[src/design/i2cm_pkg.sv]
// ----------------------------------------------------------------------------
// I2C master byte engine package
// Command codes, pin levels and the transaction types for both channels.
// ----------------------------------------------------------------------------
`default_nettype none

package i2cm_pkg;

  // Operation codes of an input transaction; the command codes share them.
  localparam logic [2:0] OP_TICK      = 3'd0;
  localparam logic [2:0] OP_START     = 3'd1;
  localparam logic [2:0] OP_STOP      = 3'd2;
  localparam logic [2:0] OP_WRITE     = 3'd3;
  localparam logic [2:0] OP_READ_ACK  = 3'd4;
  localparam logic [2:0] OP_READ_NACK = 3'd5;

  // Active command codes; idle means no sequence runs.
  localparam logic [2:0] CMD_IDLE      = OP_TICK;
  localparam logic [2:0] CMD_START     = OP_START;
  localparam logic [2:0] CMD_STOP      = OP_STOP;
  localparam logic [2:0] CMD_WRITE     = OP_WRITE;
  localparam logic [2:0] CMD_READ_ACK  = OP_READ_ACK;
  localparam logic [2:0] CMD_READ_NACK = OP_READ_NACK;

  // Phase length after reset.
  localparam logic [15:0] PHASE_TICKS_RESET = 16'd100;

  // Levels on the bus pins.
  typedef struct packed {
    logic en;
    logic sda;
    logic scl;
  } pins_t;

  // One input transaction.
  typedef struct packed {
    logic [2:0] op;
    logic [7:0] tx_byte;
    logic       sda_sample;
  } in_t;

  // One result transaction.
  typedef struct packed {
    logic       scl_level;
    logic       sda_level;
    logic       sda_drive_en;
    logic       busy_res;
    logic       done_res;
    logic [7:0] rx_byte;
    logic       ack_error;
    logic       cmd_rejected;
  } out_t;

endpackage

`default_nettype wire

[src/design/i2c_master_byte_engine.sv]
// ----------------------------------------------------------------------------
// I2C master byte engine
// Runs START, STOP, write byte and read byte waveforms of an I2C master, one
// tick per input transaction, with a configurable length of each delay phase.
// ----------------------------------------------------------------------------
//
//   Channel   Handshake             Payload
//   -------   -------------------   ----------------------------------------
//   input     in_valid / in_ready   in_data   (op, tx_byte, sda_sample)
//   output    out_valid / out_ready out_data  (pins, status, rx_byte, flags)
//   config    cfg_we                cfg_wdata (phase_ticks)
//
// Every input transaction yields exactly one result. An accepted input is held
// in the input register and moves on into the result register when the engine
// steps. One transaction is taken per cycle while the output is not stalled;
// the phase and tick counters update in a single pass of logic between the two
// registers. A stall on the output holds both registers; the input keeps taking
// transactions as long as the input register can drain.
// Reset (synchronous, active high) sets the engine idle, pins low and
// released, and the phase length to 100 ticks.
`default_nettype none

module i2c_master_byte_engine (
  input  wire logic           clk,
  input  wire logic           rst,
  input  wire logic           in_valid,
  output logic                in_ready,
  input  wire i2cm_pkg::in_t  in_data,
  output logic                out_valid,
  input  wire logic           out_ready,
  output i2cm_pkg::out_t      out_data,
  input  wire logic           cfg_we,
  input  wire logic [15:0]    cfg_wdata
);

  import i2cm_pkg::*;

  // Pin levels on entry to a phase of the given command.
  function automatic pins_t enter_pins(input logic [2:0] cmd, input logic [3:0] p,
                                       input logic b, input pins_t cur);
    pins_t r;
    r = cur;
    unique case (cmd)
      CMD_START: begin
        if (p == 4'd0) r = '{en: 1'b1, sda: 1'b1, scl: 1'b1};
        else if (p == 4'd1) r = '{en: 1'b1, sda: 1'b0, scl: 1'b1};
        else r = '{en: 1'b1, sda: 1'b0, scl: 1'b0};
      end
      CMD_STOP: begin
        if (p == 4'd0) r = '{en: cur.en, sda: cur.sda, scl: 1'b0};
        else if (p == 4'd1) r = '{en: 1'b1, sda: 1'b0, scl: 1'b0};
        else if (p == 4'd2) r = '{en: 1'b1, sda: 1'b0, scl: 1'b1};
        else r = '{en: 1'b1, sda: 1'b1, scl: 1'b1};
      end
      CMD_WRITE: begin
        if (p == 4'd0) r = '{en: 1'b1, sda: b, scl: 1'b0};
        else if (p == 4'd1) r = '{en: 1'b1, sda: b, scl: 1'b1};
        else if (p == 4'd2) r = '{en: 1'b1, sda: cur.sda, scl: 1'b0};
        else if (p == 4'd3) r = '{en: 1'b1, sda: 1'b1, scl: 1'b0};
        else r = '{en: 1'b0, sda: 1'b1, scl: 1'b1};
      end
      CMD_READ_ACK: begin
        if (p == 4'd0) r = '{en: 1'b0, sda: 1'b1, scl: 1'b1};
        else if (p == 4'd1) r = '{en: 1'b0, sda: 1'b1, scl: 1'b0};
        else if (p == 4'd3) r = '{en: 1'b1, sda: 1'b0, scl: 1'b1};
        else r = '{en: 1'b1, sda: 1'b0, scl: 1'b0};
      end
      default: begin
        if (p == 4'd0) r = '{en: 1'b0, sda: 1'b1, scl: 1'b1};
        else if (p == 4'd1) r = '{en: 1'b0, sda: 1'b1, scl: 1'b0};
        else if (p == 4'd4) r = '{en: 1'b1, sda: 1'b1, scl: 1'b1};
        else r = '{en: 1'b1, sda: 1'b1, scl: 1'b0};
      end
    endcase
    return r;
  endfunction

  // Configuration and engine state.
  logic [15:0] phase_ticks;
  logic [2:0]  active_cmd;
  logic [3:0]  phase_index;
  logic [3:0]  bit_count;
  logic [15:0] tick_count;
  logic [7:0]  shift_reg;
  logic [7:0]  received_byte;
  pins_t       pins;
  logic        nack_flag;

  logic [2:0]  active_cmd_next;
  logic [3:0]  phase_index_next;
  logic [3:0]  bit_count_next;
  logic [15:0] tick_count_next;
  logic [7:0]  shift_reg_next;
  logic [7:0]  received_byte_next;
  pins_t       pins_next;
  logic        nack_flag_next;

  // Input register and flow control.
  logic        s1_valid;
  in_t         s1_data;
  logic        advance;
  logic        fire;

  // Step logic intermediates.
  logic        is_cmd;
  logic        rejected;
  logic        done;
  logic        finish;
  logic [15:0] tick_inc;
  logic [15:0] limit;

  assign advance  = !out_valid || out_ready;
  assign in_ready = !s1_valid || advance;
  assign fire     = s1_valid && advance;
  assign limit    = (phase_ticks == 16'd0) ? 16'd1 : phase_ticks;
  assign tick_inc = tick_count + 16'd1;

  // Configuration register.
  always_ff @(posedge clk) begin
    if (rst) begin
      phase_ticks <= PHASE_TICKS_RESET;
    end else if (cfg_we) begin
      phase_ticks <= cfg_wdata;
    end
  end

  // Input register.
  always_ff @(posedge clk) begin
    if (rst) begin
      s1_valid <= 1'b0;
    end else if (in_valid && in_ready) begin
      s1_valid <= 1'b1;
    end else if (advance) begin
      s1_valid <= 1'b0;
    end
  end

  always_ff @(posedge clk) begin
    if (in_valid && in_ready) begin
      s1_data <= in_data;
    end
  end

  // One tick of the engine: accept a command while idle, otherwise count the
  // tick and run the end of the phase when its length is reached.
  always_comb begin
    active_cmd_next    = active_cmd;
    phase_index_next   = phase_index;
    bit_count_next     = bit_count;
    tick_count_next    = tick_count;
    shift_reg_next     = shift_reg;
    received_byte_next = received_byte;
    pins_next          = pins;
    nack_flag_next     = nack_flag;
    rejected           = 1'b0;
    done               = 1'b0;
    finish             = 1'b0;
    is_cmd = (s1_data.op >= OP_START) && (s1_data.op <= OP_READ_NACK);

    if (active_cmd == CMD_IDLE) begin
      if (is_cmd) begin
        active_cmd_next  = s1_data.op;
        phase_index_next = 4'd0;
        bit_count_next   = 4'd0;
        tick_count_next  = 16'd0;
        shift_reg_next   = (s1_data.op == OP_WRITE) ? s1_data.tx_byte : 8'd0;
        pins_next = enter_pins(s1_data.op, 4'd0, shift_reg_next[7], pins);
      end
    end else begin
      rejected        = is_cmd;
      tick_count_next = tick_inc;
      if (tick_inc >= limit) begin
        tick_count_next = 16'd0;
        unique case (active_cmd)
          CMD_START: begin
            if (phase_index >= 4'd2) finish = 1'b1;
            else phase_index_next = phase_index + 4'd1;
          end
          CMD_STOP: begin
            if (phase_index >= 4'd3) finish = 1'b1;
            else phase_index_next = phase_index + 4'd1;
          end
          CMD_WRITE: begin
            if (phase_index == 4'd1) begin
              shift_reg_next   = {shift_reg[6:0], 1'b0};
              bit_count_next   = bit_count + 4'd1;
              phase_index_next = (bit_count_next < 4'd8) ? 4'd0 : 4'd2;
            end else if (phase_index >= 4'd4) begin
              // SCL falls and the acknowledge is taken from SDA.
              pins_next      = '{en: 1'b0, sda: 1'b1, scl: 1'b0};
              nack_flag_next = s1_data.sda_sample;
              finish         = 1'b1;
            end else begin
              phase_index_next = phase_index + 4'd1;
            end
          end
          default: begin
            if (phase_index == 4'd0) begin
              shift_reg_next   = {shift_reg[6:0], s1_data.sda_sample};
              phase_index_next = 4'd1;
            end else if (phase_index == 4'd1) begin
              bit_count_next = bit_count + 4'd1;
              if (bit_count_next < 4'd8) begin
                phase_index_next = 4'd0;
              end else begin
                received_byte_next = shift_reg;
                phase_index_next   = 4'd2;
              end
            end else if (phase_index >= ((active_cmd == CMD_READ_ACK) ? 4'd4 : 4'd5)) begin
              finish = 1'b1;
            end else begin
              phase_index_next = phase_index + 4'd1;
            end
          end
        endcase

        if (finish) begin
          active_cmd_next  = CMD_IDLE;
          phase_index_next = 4'd0;
          bit_count_next   = 4'd0;
          done             = 1'b1;
        end else begin
          pins_next = enter_pins(active_cmd, phase_index_next, shift_reg_next[7], pins);
        end
      end
    end
  end

  // Engine state registers.
  always_ff @(posedge clk) begin
    if (rst) begin
      active_cmd    <= CMD_IDLE;
      phase_index   <= 4'd0;
      bit_count     <= 4'd0;
      tick_count    <= 16'd0;
      shift_reg     <= 8'd0;
      received_byte <= 8'd0;
      pins          <= '0;
      nack_flag     <= 1'b0;
    end else if (fire) begin
      active_cmd    <= active_cmd_next;
      phase_index   <= phase_index_next;
      bit_count     <= bit_count_next;
      tick_count    <= tick_count_next;
      shift_reg     <= shift_reg_next;
      received_byte <= received_byte_next;
      pins          <= pins_next;
      nack_flag     <= nack_flag_next;
    end
  end

  // Result register.
  always_ff @(posedge clk) begin
    if (rst) begin
      out_valid <= 1'b0;
    end else if (fire) begin
      out_valid <= 1'b1;
    end else if (out_ready) begin
      out_valid <= 1'b0;
    end
  end

  always_ff @(posedge clk) begin
    if (fire) begin
      out_data.scl_level    <= pins_next.scl;
      out_data.sda_level    <= pins_next.sda;
      out_data.sda_drive_en <= pins_next.en;
      out_data.busy_res     <= (active_cmd_next != CMD_IDLE);
      out_data.done_res     <= done;
      out_data.rx_byte      <= received_byte_next;
      out_data.ack_error    <= nack_flag_next;
      out_data.cmd_rejected <= rejected;
    end
  end

`ifndef SYNTH
  // A transaction that leaves the input register always lands in the result register.
  a_fire_gives_result: assert property (@(posedge clk) disable iff (rst)
    fire |=> out_valid)
    else $error("accepted transaction produced no result");

  // Counters return to zero whenever the engine is idle.
  a_idle_counters: assert property (@(posedge clk) disable iff (rst)
    (active_cmd == CMD_IDLE) |-> (phase_index == 4'd0 && bit_count == 4'd0))
    else $error("counters not cleared while idle");

  // No more than eight bits are ever counted.
  a_bit_count_range: assert property (@(posedge clk) disable iff (rst)
    bit_count <= 4'd8)
    else $error("bit count beyond eight");

  // The longest waveform has six phases.
  a_phase_range: assert property (@(posedge clk) disable iff (rst)
    phase_index <= 4'd5)
    else $error("phase index out of range");

  // The acknowledge flag changes only at the end of a write.
  a_nack_on_write: assert property (@(posedge clk) disable iff (rst)
    !$stable(nack_flag) |-> ($past(active_cmd) == CMD_WRITE && !$past(rst)))
    else $error("acknowledge flag changed outside a write");
`endif

endmodule

`default_nettype wire
[config.mk]
export PLATFORM = sky130hd
export DESIGN_NAME = i2c_master_byte_engine
export DESIGN_NICKNAME = d
export VERILOG_FILES = /design/src/design/i2cm_pkg.sv /design/src/design/i2c_master_byte_engine.sv
export SDC_FILE = /design/constraint.sdc
export NUM_CORES = 1
export LEC_CHECK = 0
export CORE_ASPECT_RATIO = 1.25
export CORE_MARGIN = 5
export CORE_UTILIZATION = 36
export DETAILED_ROUTE_END_ITERATION = 12
export DONT_BUFFER_PORTS = 1
export HOLD_SLACK_MARGIN = 0.02
export SETUP_SLACK_MARGIN = 0.5
export SYNTH_ARGS = -nofsm -noshare
export SYNTH_HDL_FRONTEND = slang
export SYNTH_SLANG_ARGS = --single-unit
[constraint.sdc]
create_clock -name clk -period 4.8 [get_ports clk]
set_input_delay 0.48 -clock clk [delete_from_list [all_inputs] [get_ports clk]]
set_output_delay 0.48 -clock clk [all_outputs]
set_load 0.005 [all_outputs]
==> flow_metrics.tcl, run 1 <==
set metrics [dict create \
    run_status "finished clean" \
    synth_top_family_by_area "simple AND/OR/NAND/NOR gates" \
    initial_core_util 0.3691 \
    synth_xor_area_frac 0.02565 \
    fp-row-count 48 \
    syn_area_per_cell_um2 9.345 \
    place_ws_ns 0.6190 \
    track_usage 0.1494 \
    cp_max_fo 14 \
    dp_hpwl_um 8668 \
    final_nets 588 \
    relSlewSlack 0.4474 \
    setup_violations 0 \
    yosys.cell_types.count 78 \
    synth_edf_count 27 \
    cp-start-kind "register" \
    io_pins 50 \
    drc 0 \
    slowest_delay_ns 0.39 \
    endpoint_kind "register" \
    synth-adder-area-share 0.05815 \
    yosys.area.top_type_share 0.2541 \
    power.leakage_nw 2.213 \
    synth_flop_cell "dfxtp_1" \
    ys_warn_count 0 \
    portBuffers 0 \
    finalCritPeriodShare 0.8128 \
    vias 4014 \
    syn2layout_area_growth_pct 7.720 \
    cp.arrival_ns 4.15 \
    worstReg2RegStart "tick_count[0]" \
    ir_drop_uv 307.8 \
    wl_per_cell_um 16.57 \
    synth_compound_area_frac 0.1693 \
    worst_slew_pin_slew_ns 0.8225 \
    reg2reg_depth 15 \
    clock_sinks 92 \
    place.gp.congestion 0.9072 \
    cts_buffers 9 \
    dp_cells 696 \
    p_per_area_nw_per_um2 313.0 \
    drv_slew 0 \
    reg_top3 "phase_ticks: 16 flops, tick_count: 16 flops, out_data: 15 flops" \
    path_cells "ha_1, and3_1, and3_1, and3_2, nand3_1, xnor2_2, ha_1, nand4_1, o21bai_1, a211oi_1, a21boi_1, buf_4, a21o_4, and3b_2, a211oi_1" \
    slowest_stage "dfxtp_1" \
    fin_setup_tns_ns 0 \
    cp.depth 15 \
    path_class "reg -> reg" \
    dr.pass1.iters 5 \
    grt_pass1_vias 4088 \
    synthCells 548 \
    r2r_setup_slack_ns 0.90 \
    synth_seq_area_share 0.4124 \
    drtIter0Drc 336 \
    finalWirelength_um 11800 \
    grt_pass1_wl_um 20100 \
    synthesis.nets 604 \
    crit_family "simple AND/OR/NAND/NOR gates" \
    finalNonFillerCells 712 \
    clkLatencyLatePin_ns 0.34 \
    min_path_type "in -> reg" \
    mappedNetlistArea_um2 5121 \
    worst-path-buf-inv 1 \
    crit_start "tick_count[0]" \
    synth.area.mux_share 0.07281 \
    grt_max_degree 61 \
    drive_above_1_share 0.1043 \
    dieHeight_um 143.4 \
    clk_pin_slew_ns 0.07 \
    yosysTopAreaCell "dfxtp_1" \
    cp.required_ns 5.05 \
    antenna_found_initial 0 \
    rsz0062_at_grt "false" \
    htree_levels 3 \
    cts_tree "built" \
    r2r_end "shift_reg[3]" \
    finClkSkew_ns 0.009483 \
    max-cap-violations 0 \
    antenna_cells 0 \
    cts_root_buf "clkbuf_16" \
    die_area_um2 16730 \
    ys_ff_latch 92 \
    ant_nets 0 \
    synth_area_leaders "dfxtp_1, edfxtp_1, nor2_1, ha_1, mux2i_1" \
    endpoint "shift_reg[3]" \
    grt_remaining_overflow 0 \
    async_flop_share 0 \
    die_x_um 116.7 \
    hold_viol_final 0 \
    fmax_mhz 256.3 \
    synth-simple-area-share 0.2111 \
    core_um2 13870 \
    period_needed_ns 3.901 \
    clk_path_buf_depth 2 \
    worst_slack_ns 0.8987 \
    via_per_inst 5.638 \
]
## worst min path at each step
| stage | startpoint | end | slack, ns | depth (start not counted) |
|---|---|---|---|---|
| 3_3_place_gp | bit_count[1] | bit_count[1] | 0.47 | 2 |
| 6_report | rst | phase_ticks[8] | 0.21 | 1 |
| 2_1_floorplan | received_byte[0] | received_byte[0] | 0.46 | 2 |
| 5_1_grt | rst | phase_ticks[15] | 0.19 | 1 |
| 4_1_cts | rst | pins[1] | 0.19 | 1 |
| 3_5_place_dp | bit_count[1] | bit_count[1] | 0.48 | 2 |
## Yosys cell counts (3+ instances only)
cell type,count
nor2_1,79
dfxtp_1,65
a21oi_1,31
nand2_1,28
edfxtp_1,27
mux2i_1,26
ha_1,23
inv_1,21
clkbuf_1,18
o21ai_0,18
a22oi_1,15
and3_1,12
nor3_1,12
nand3b_1,10
a31oi_1,9
mux2_2,9
a211oi_1,8
nand4_1,8
xor2_1,8
xnor2_1,7
buf_2,6
nand2b_1,6
nand3_1,6
o21ai_1,6
and2_1,5
o211ai_1,5
or3_1,5
buf_6,4
nor2b_1,4
nor4_1,4
and3b_1,3
o21a_1,3
or2_1,3
## layer usage
layer / part of all wire / up-vias / GRT usage
li1: - / 1957 / -
met1: 0.41 / 1924 / 0.1807
met2: 0.52 / 115 / 0.2571
met3: 0.047 / 18 / 0.03328
met4: 0.019 / 0 / 0.05676
met5: 0 / - / 0
## kinds of logic (layout without fill, tap and decap cells)
logic type                 Yosys count  count (layout)
buffers and inverters               52              41
adders and majority gates           24              24
AOI/OAI and AO/OA                  125             125
xor gates and xnor gates            15              15
muxes                               36              36
DFF                                 92              92
and+or+nand+nor                    204             204
## final cells by class
class,count,area [µm²]
clock inverter,6,71.32
clock buffer,10,229.0
fill,1330,8357
inverter,21,78.83
tap,175,219.0
multi-input combinational,404,2776
sequential,92,2112
timing repair buffer,4,30.03
## cell usage in the layout, fill, tap and decap left out, types with 3 or more instances in the layout
cell,instances
nor2_1,79
dfxtp_1,65
a21oi_1,31
nand2_1,28
edfxtp_1,27
mux2i_1,26
ha_1,23
inv_1,21
o21ai_0,18
a22oi_1,15
nor3_1,12
nand3b_1,10
mux2_2,9
a31oi_1,9
and3_1,9
clkbuf_16,9
nand4_1,8
a211oi_1,8
xor2_1,8
nand2b_1,6
nand3_1,6
xnor2_1,6
o21ai_1,5
o211ai_1,5
or3_1,5
and2_1,5
nor2b_1,4
and3_2,4
nor4_1,4
buf_4,4
o21a_1,3
## metrics by stage
step | area [µm²] | util | total power [mW] | hold slack (ns)
after floorplan | 5121 | - | 0.9939 | 0.4580
after global placement | 5190 | 0.3741 | 1.017 | 0.4691
after detailed placement | 5190 | 0.3741 | 1.021 | 0.4752
after CTS | 5490 | 0.3957 | 1.744 | 0.1895
after global routing | 5517 | 0.3976 | 1.799 | 0.1921
final | 5517 | 0.3976 | 1.727 | 0.2058
## power breakdown
part | switching, mW | internal, mW
clock network | 0.310 | 0.411
logic | 0.0907 | 0.0564
registers | 0.0262 | 0.832
## what timing repair did
item / 4_1_cts / 5_1_grt
setup buffers: 0 / 0
hold buffers: 0 / 0
gates resized for setup: 0 / 8
endpoints found under the setup margin: 0 / 33
No activity file was read; power rests on OpenSTA's default activity.
==> inputs of run 2 (changes only) <==
Clock period 4.8 ns to 3.3 ns, I/O delays scaled along.
==> run 2 against run 1 <==
The run now ends with setup timing left. Core utilization increased by 5.5 points. Die area stayed put. Clock skew fell by 0.0011 ns.
==> flow_metrics.tcl, run 2 (synthesis results as in run 1) <==
set metrics [dict create \
    violations "setup timing" \
    cp.required_ns 3.40 \
    via_per_inst 5.579 \
    initial_core_util 0.3691 \
    place_ws_ns -0.3183 \
    hold_buffers 0 \
    slowest_stage "dfxtp_4" \
    clk_pin_slew_ns 0.07 \
    dpl-instance-area_um2 5582 \
    mostFrequentLayoutCell "nor2_1" \
    path_class "reg -> reg" \
    dp_hpwl_um 9494 \
    vias 4240 \
    clock_sinks 92 \
    portBuffers 0 \
    drc 0 \
    cp-start-kind "register" \
    power.leakage_nw 2.606 \
    final_cell_area_um2 6277 \
    track_usage 0.1627 \
    worst_slew_pin_slew_ns 0.7672 \
    finalWirelength_um 13370 \
    grt_pass1_vias 4296 \
    ant_nets 0 \
    run_status "complete, but fails checks" \
    core_um2 13870 \
    hold_viol_final 0 \
    period_needed_ns 3.423 \
    global_route.usage.met2 0.2886 \
    io_pins 50 \
    fmax_mhz 292.2 \
    min_path_type "in -> reg" \
    cts_tree "built" \
    path_common_cell "and3_4" \
    drv_slew 0 \
    antenna_cells 0 \
    grt_use_met3 0.03960 \
    finalCritPeriodShare 1.037 \
    grt_pass1_wl_um 21450 \
    htree_levels 3 \
    drtIter0Drc 193 \
    grt_remaining_overflow 0 \
    drive_above_1_share 0.2615 \
    grtUsageMet1 0.1867 \
    cts_buffers 9 \
    fp-row-count 48 \
    p_per_area_nw_per_um2 413.6 \
    worst-path-buf-inv 1 \
    place.gp.congestion 0.8407 \
    relSlewSlack 0.4846 \
    max-cap-violations 0 \
    clk_path_buf_depth 2 \
    die_area_um2 16730 \
    cts_root_buf "clkbuf_16" \
    path_cells "and3_4, and3_4, and3_4, and3_4, nand2_1, xnor2_2, ha_1, a21oi_1, o21ai_1, a211oi_2, a21boi_4, nand3b_1, buf_6, mux2_4" \
    rsz0062_at_grt "true" \
    cp_max_fo 8 \
    grt_max_degree 61 \
    clkLatencyLatePin_ns 0.35 \
    die_x_um 116.7 \
    dieHeight_um 143.4 \
    power_mw 2.596 \
    finalNonFillerCells 760 \
    cp.arrival_ns 3.52 \
    syn2layout_area_growth_pct 22.58 \
    setup_violations 28 \
    crit_family "simple AND/OR/NAND/NOR gates" \
    antenna_found_initial 1 \
    wl_per_cell_um 17.59 \
    ir_drop_uv 294.1 \
    dr.pass1.iters 4 \
    dp_cells 734 \
    final_cell_mix "nor2_1, dfxtp_1, buf_4" \
    finClkSkew_ns 0.008350 \
    endpoint_kind "register" \
    whs_ns 0.04077 \
    final_nets 636 \
    worst_slack_ns -0.1228 \
    reg_top3 "phase_ticks: 16 flops, tick_count: 16 flops, out_data: 15 flops" \
    slowest_delay_ns 0.36 \
    busiest_layer "met2" \
]
==> run 2: metrics by stage <==
step / util / TNS (ns)
after CTS: 0.4342 / -1.238
after floorplan: - / -0.5734
after detailed placement: 0.4023 / -8.160
after global routing: 0.4525 / -6.599
after global placement: 0.4023 / -4.416
final: 0.4525 / -1.586
==> run 2: layer usage <==
metal	vias up	routed length (µm)
met5	-	13
met4	2	318
met3	23	572
met2	84	7077
met1	2068	5387
li1	2063	-
==> run 2: report_power, final <==
group,internal (mW),total [mW],switching [mW]
clock network,0.619,1.07,0.451
registers,1.21,1.25,0.0382
logic,0.116,0.278,0.162
total,1.94,2.60,0.652
==> run 2: what timing repair did <==
item	in CTS	in global routing
gates resized for setup	23	42
buffers inserted	2	8
endpoints found under the hold margin	0	0
setup endpoints to repair	61	61
pin swaps	8	27
==> run 2: worst paths after layout <==
path	slack (ns)	endpoint	startpoint	cells past startpoint
setup / recovery	-0.12	out_data[6]	tick_count[0]	14
hold / removal	0.04	tick_count[1]	rst	1
setup reg to reg	-0.12	out_data[6]	tick_count[0]	14
hold reg to reg	0.49	bit_count[1]	bit_count[1]	2
==> run 2: final cells by class <==
type / instances / area, µm²
clock inverters: 4 / 35.03
multi-input cells: 404 / 3113
inverters: 21 / 78.83
repair buffers: 52 / 427.9
clock buffers: 12 / 282.8
fillers: 1302 / 7596
flip-flops and latches: 92 / 2121
well taps: 175 / 219.0
==> inputs of run 3 (changes only) <==
Settings changed: PLACE_DENSITY_LB_ADDON from default to 0.15, RECOVER_POWER from default to 25.
==> run 3 against run 2 <==
The run still ends with setup timing left. Highest routed layer is now met4. Final cell count down 0.92%. Critical path type unchanged. First-iteration DRC count up 35%. Global-route usage up 0.11 points.
==> flow_metrics.tcl, run 3 (synthesis results as in run 1) <==
set metrics [dict create \
    run_status "complete, but fails checks" \
    violations "setup timing" \
    clk_path_buf_depth 2 \
    dpl-instance-area_um2 5552 \
    worst_slew_pin_slew_ns 0.9270 \
    dr.pass1.iters 4 \
    fp-row-count 48 \
    antenna_found_initial 0 \
    p_int_mw 1.859 \
    grt_pass1_wl_um 21540 \
    period_needed_ns 3.303 \
    path_common_cell "and3_4" \
    cts_tree "built" \
    relSlewSlack 0.3772 \
    final_nets 629 \
    drv_slew 0 \
    worst-path-buf-inv 1 \
    finalNonFillerCells 753 \
    die_area_um2 16730 \
    finClkSkew_ns 0.009608 \
    p_per_area_nw_per_um2 399.5 \
    slowest_delay_ns 0.36 \
    finalWirelength_um 13250 \
    portBuffers 0 \
    io_pins 50 \
    reg_top3 "phase_ticks: 16 flops, tick_count: 16 flops, out_data: 15 flops" \
    cp-start-kind "register" \
    grt_remaining_overflow 0 \
    syn2layout_area_growth_pct 22.53 \
    die_x_um 116.7 \
    dp_cells 725 \
    power_mw 2.507 \
    cts_root_buf "clkbuf_16" \
    switchingPower_mw 0.6474 \
    seqPwrFrac 0.498 \
    drive_above_1_share 0.2682 \
    power_frac_clock 0.390 \
    max-cap-violations 0 \
    crit_family "simple AND/OR/NAND/NOR gates" \
    wl_per_cell_um 17.59 \
    core_um2 13870 \
    path_class "reg -> reg" \
    cp.arrival_ns 3.40 \
    min_path_type "in -> reg" \
    via_per_inst 5.636 \
    drtIter0Drc 260 \
    utilization 0.4523 \
    final_cell_area_um2 6275 \
    grt_max_degree 61 \
    mostFrequentLayoutCell "nor2_1" \
    fin_setup_tns_ns -0.002749 \
    whs_ns 0.04582 \
    worst_slack_ns -0.002661 \
    hold_viol_final 0 \
    clk_pin_slew_ns 0.07 \
    final_cell_mix "nor2_1, dfxtp_1, buf_4" \
    place.gp.congestion 0.8645 \
    rsz0062_at_grt "true" \
    cts_buffers 9 \
    finalCritPeriodShare 1.001 \
    clkLatencyLatePin_ns 0.35 \
    grt_pass1_vias 4258 \
    ir_drop_uv 333.9 \
    endpoint_kind "register" \
    place_ws_ns -0.2714 \
    ant_nets 0 \
    cp.required_ns 3.40 \
    track_usage 0.1638 \
    initial_core_util 0.3691 \
    setup_violations 2 \
    antenna_cells 0 \
    cp_max_fo 8 \
    power.leakage_nw 2.543 \
    comb_power_share 0.112 \
    slowest_stage "dfxtp_4" \
    vias 4244 \
    path_cells "and3_4, and3_4, and3_4, and3_4, nand4_1, xnor2_1, ha_1, nand4_1, a211oi_2, a211oi_2, a21boi_4, nand3b_1, buf_12, mux2_4" \
    dp_hpwl_um 9189 \
    drc 0 \
    fmax_mhz 302.8 \
    dieHeight_um 143.4 \
    htree_levels 3 \
    clock_sinks 92 \
    sw_frac_of_total 0.2583 \
]
run 3: cell count changes in the layout (fill, tap and decap cells not counted), moves of 2 or more:
cell / previous run / this run
nor2_2: 5 / 8
xnor2_1: 1 / 3
a21oi_1: 24 / 20
clkinv_2: 0 / 2
buf_4: 43 / 33
nand3_4: 1 / 3
nor2_1: 71 / 69
xnor2_2: 6 / 4
a21oi_2: 8 / 12
clkbuf_16: 11 / 9
buf_12: 0 / 4
buf_6: 8 / 6
inv_6: 2 / 0
run 3: worst reg2reg max path: cells and delay by family (launching register included):
family | cells | cell delay [ns]
compound gates | 3 | 0.51
xor+xnor | 1 | 0.23
fa+ha+maj | 1 | 0.29
buf+inv | 1 | 0.16
flops | 1 | 0.36
mux | 1 | 0.30
simple gates | 7 | 1.19
run 3: path summary, 6_finish.rpt:
check                                   start              end  slack [ns]  depth (start not counted)
worst max register to register  tick_count[0]      out_data[7]      -0.003                         14
worst max-delay path            tick_count[0]      out_data[7]      -0.003                         14
worst min-delay path                      rst  phase_ticks[14]        0.05                          1
worst min register to register      nack_flag        nack_flag        0.50                          2
run 3: cell type report:
type | instances | area (µm²)
Timing Repair Buffer | 43 | 395.4
Tap cell | 175 | 219.0
Multi-Input combinational cell | 406 | 3183
Clock inverter | 5 | 37.54
Inverter | 21 | 78.83
Sequential cell | 92 | 2118
Clock buffer | 11 | 242.7
Fill cell | 1325 | 7599
run 3: power by group through the flow:
stage	Clock [mW]	Sequential, mW	Combinational, mW
3_3_place_gp	0	1.27	0.235
5_1_grt	1.06	1.25	0.309
3_5_place_dp	0	1.27	0.237
2_1_floorplan	0	1.26	0.199
4_1_cts	1.01	1.25	0.263
6_report	0.978	1.25	0.281
run 3: timing repair:
action / CTS / global route
pin swaps: 21 / 25
hold buffers: 0 / 0
gates resized for setup: 52 / 23
setup buffers: 3 / 7
endpoints found under the setup margin: 61 / 61
gates cloned: 1 / 1
run 3: routing by layer:
layer  part of all wire  wire (µm)  track usage  vias to the layer above
met5                  0          0            0                        -
met4              0.025        335      0.06703                        0
met3              0.034        449      0.03917                       22
met2               0.50       6567       0.2754                       96
met1               0.45       5897       0.1999                     2072
li1                   -          -            -                     2054
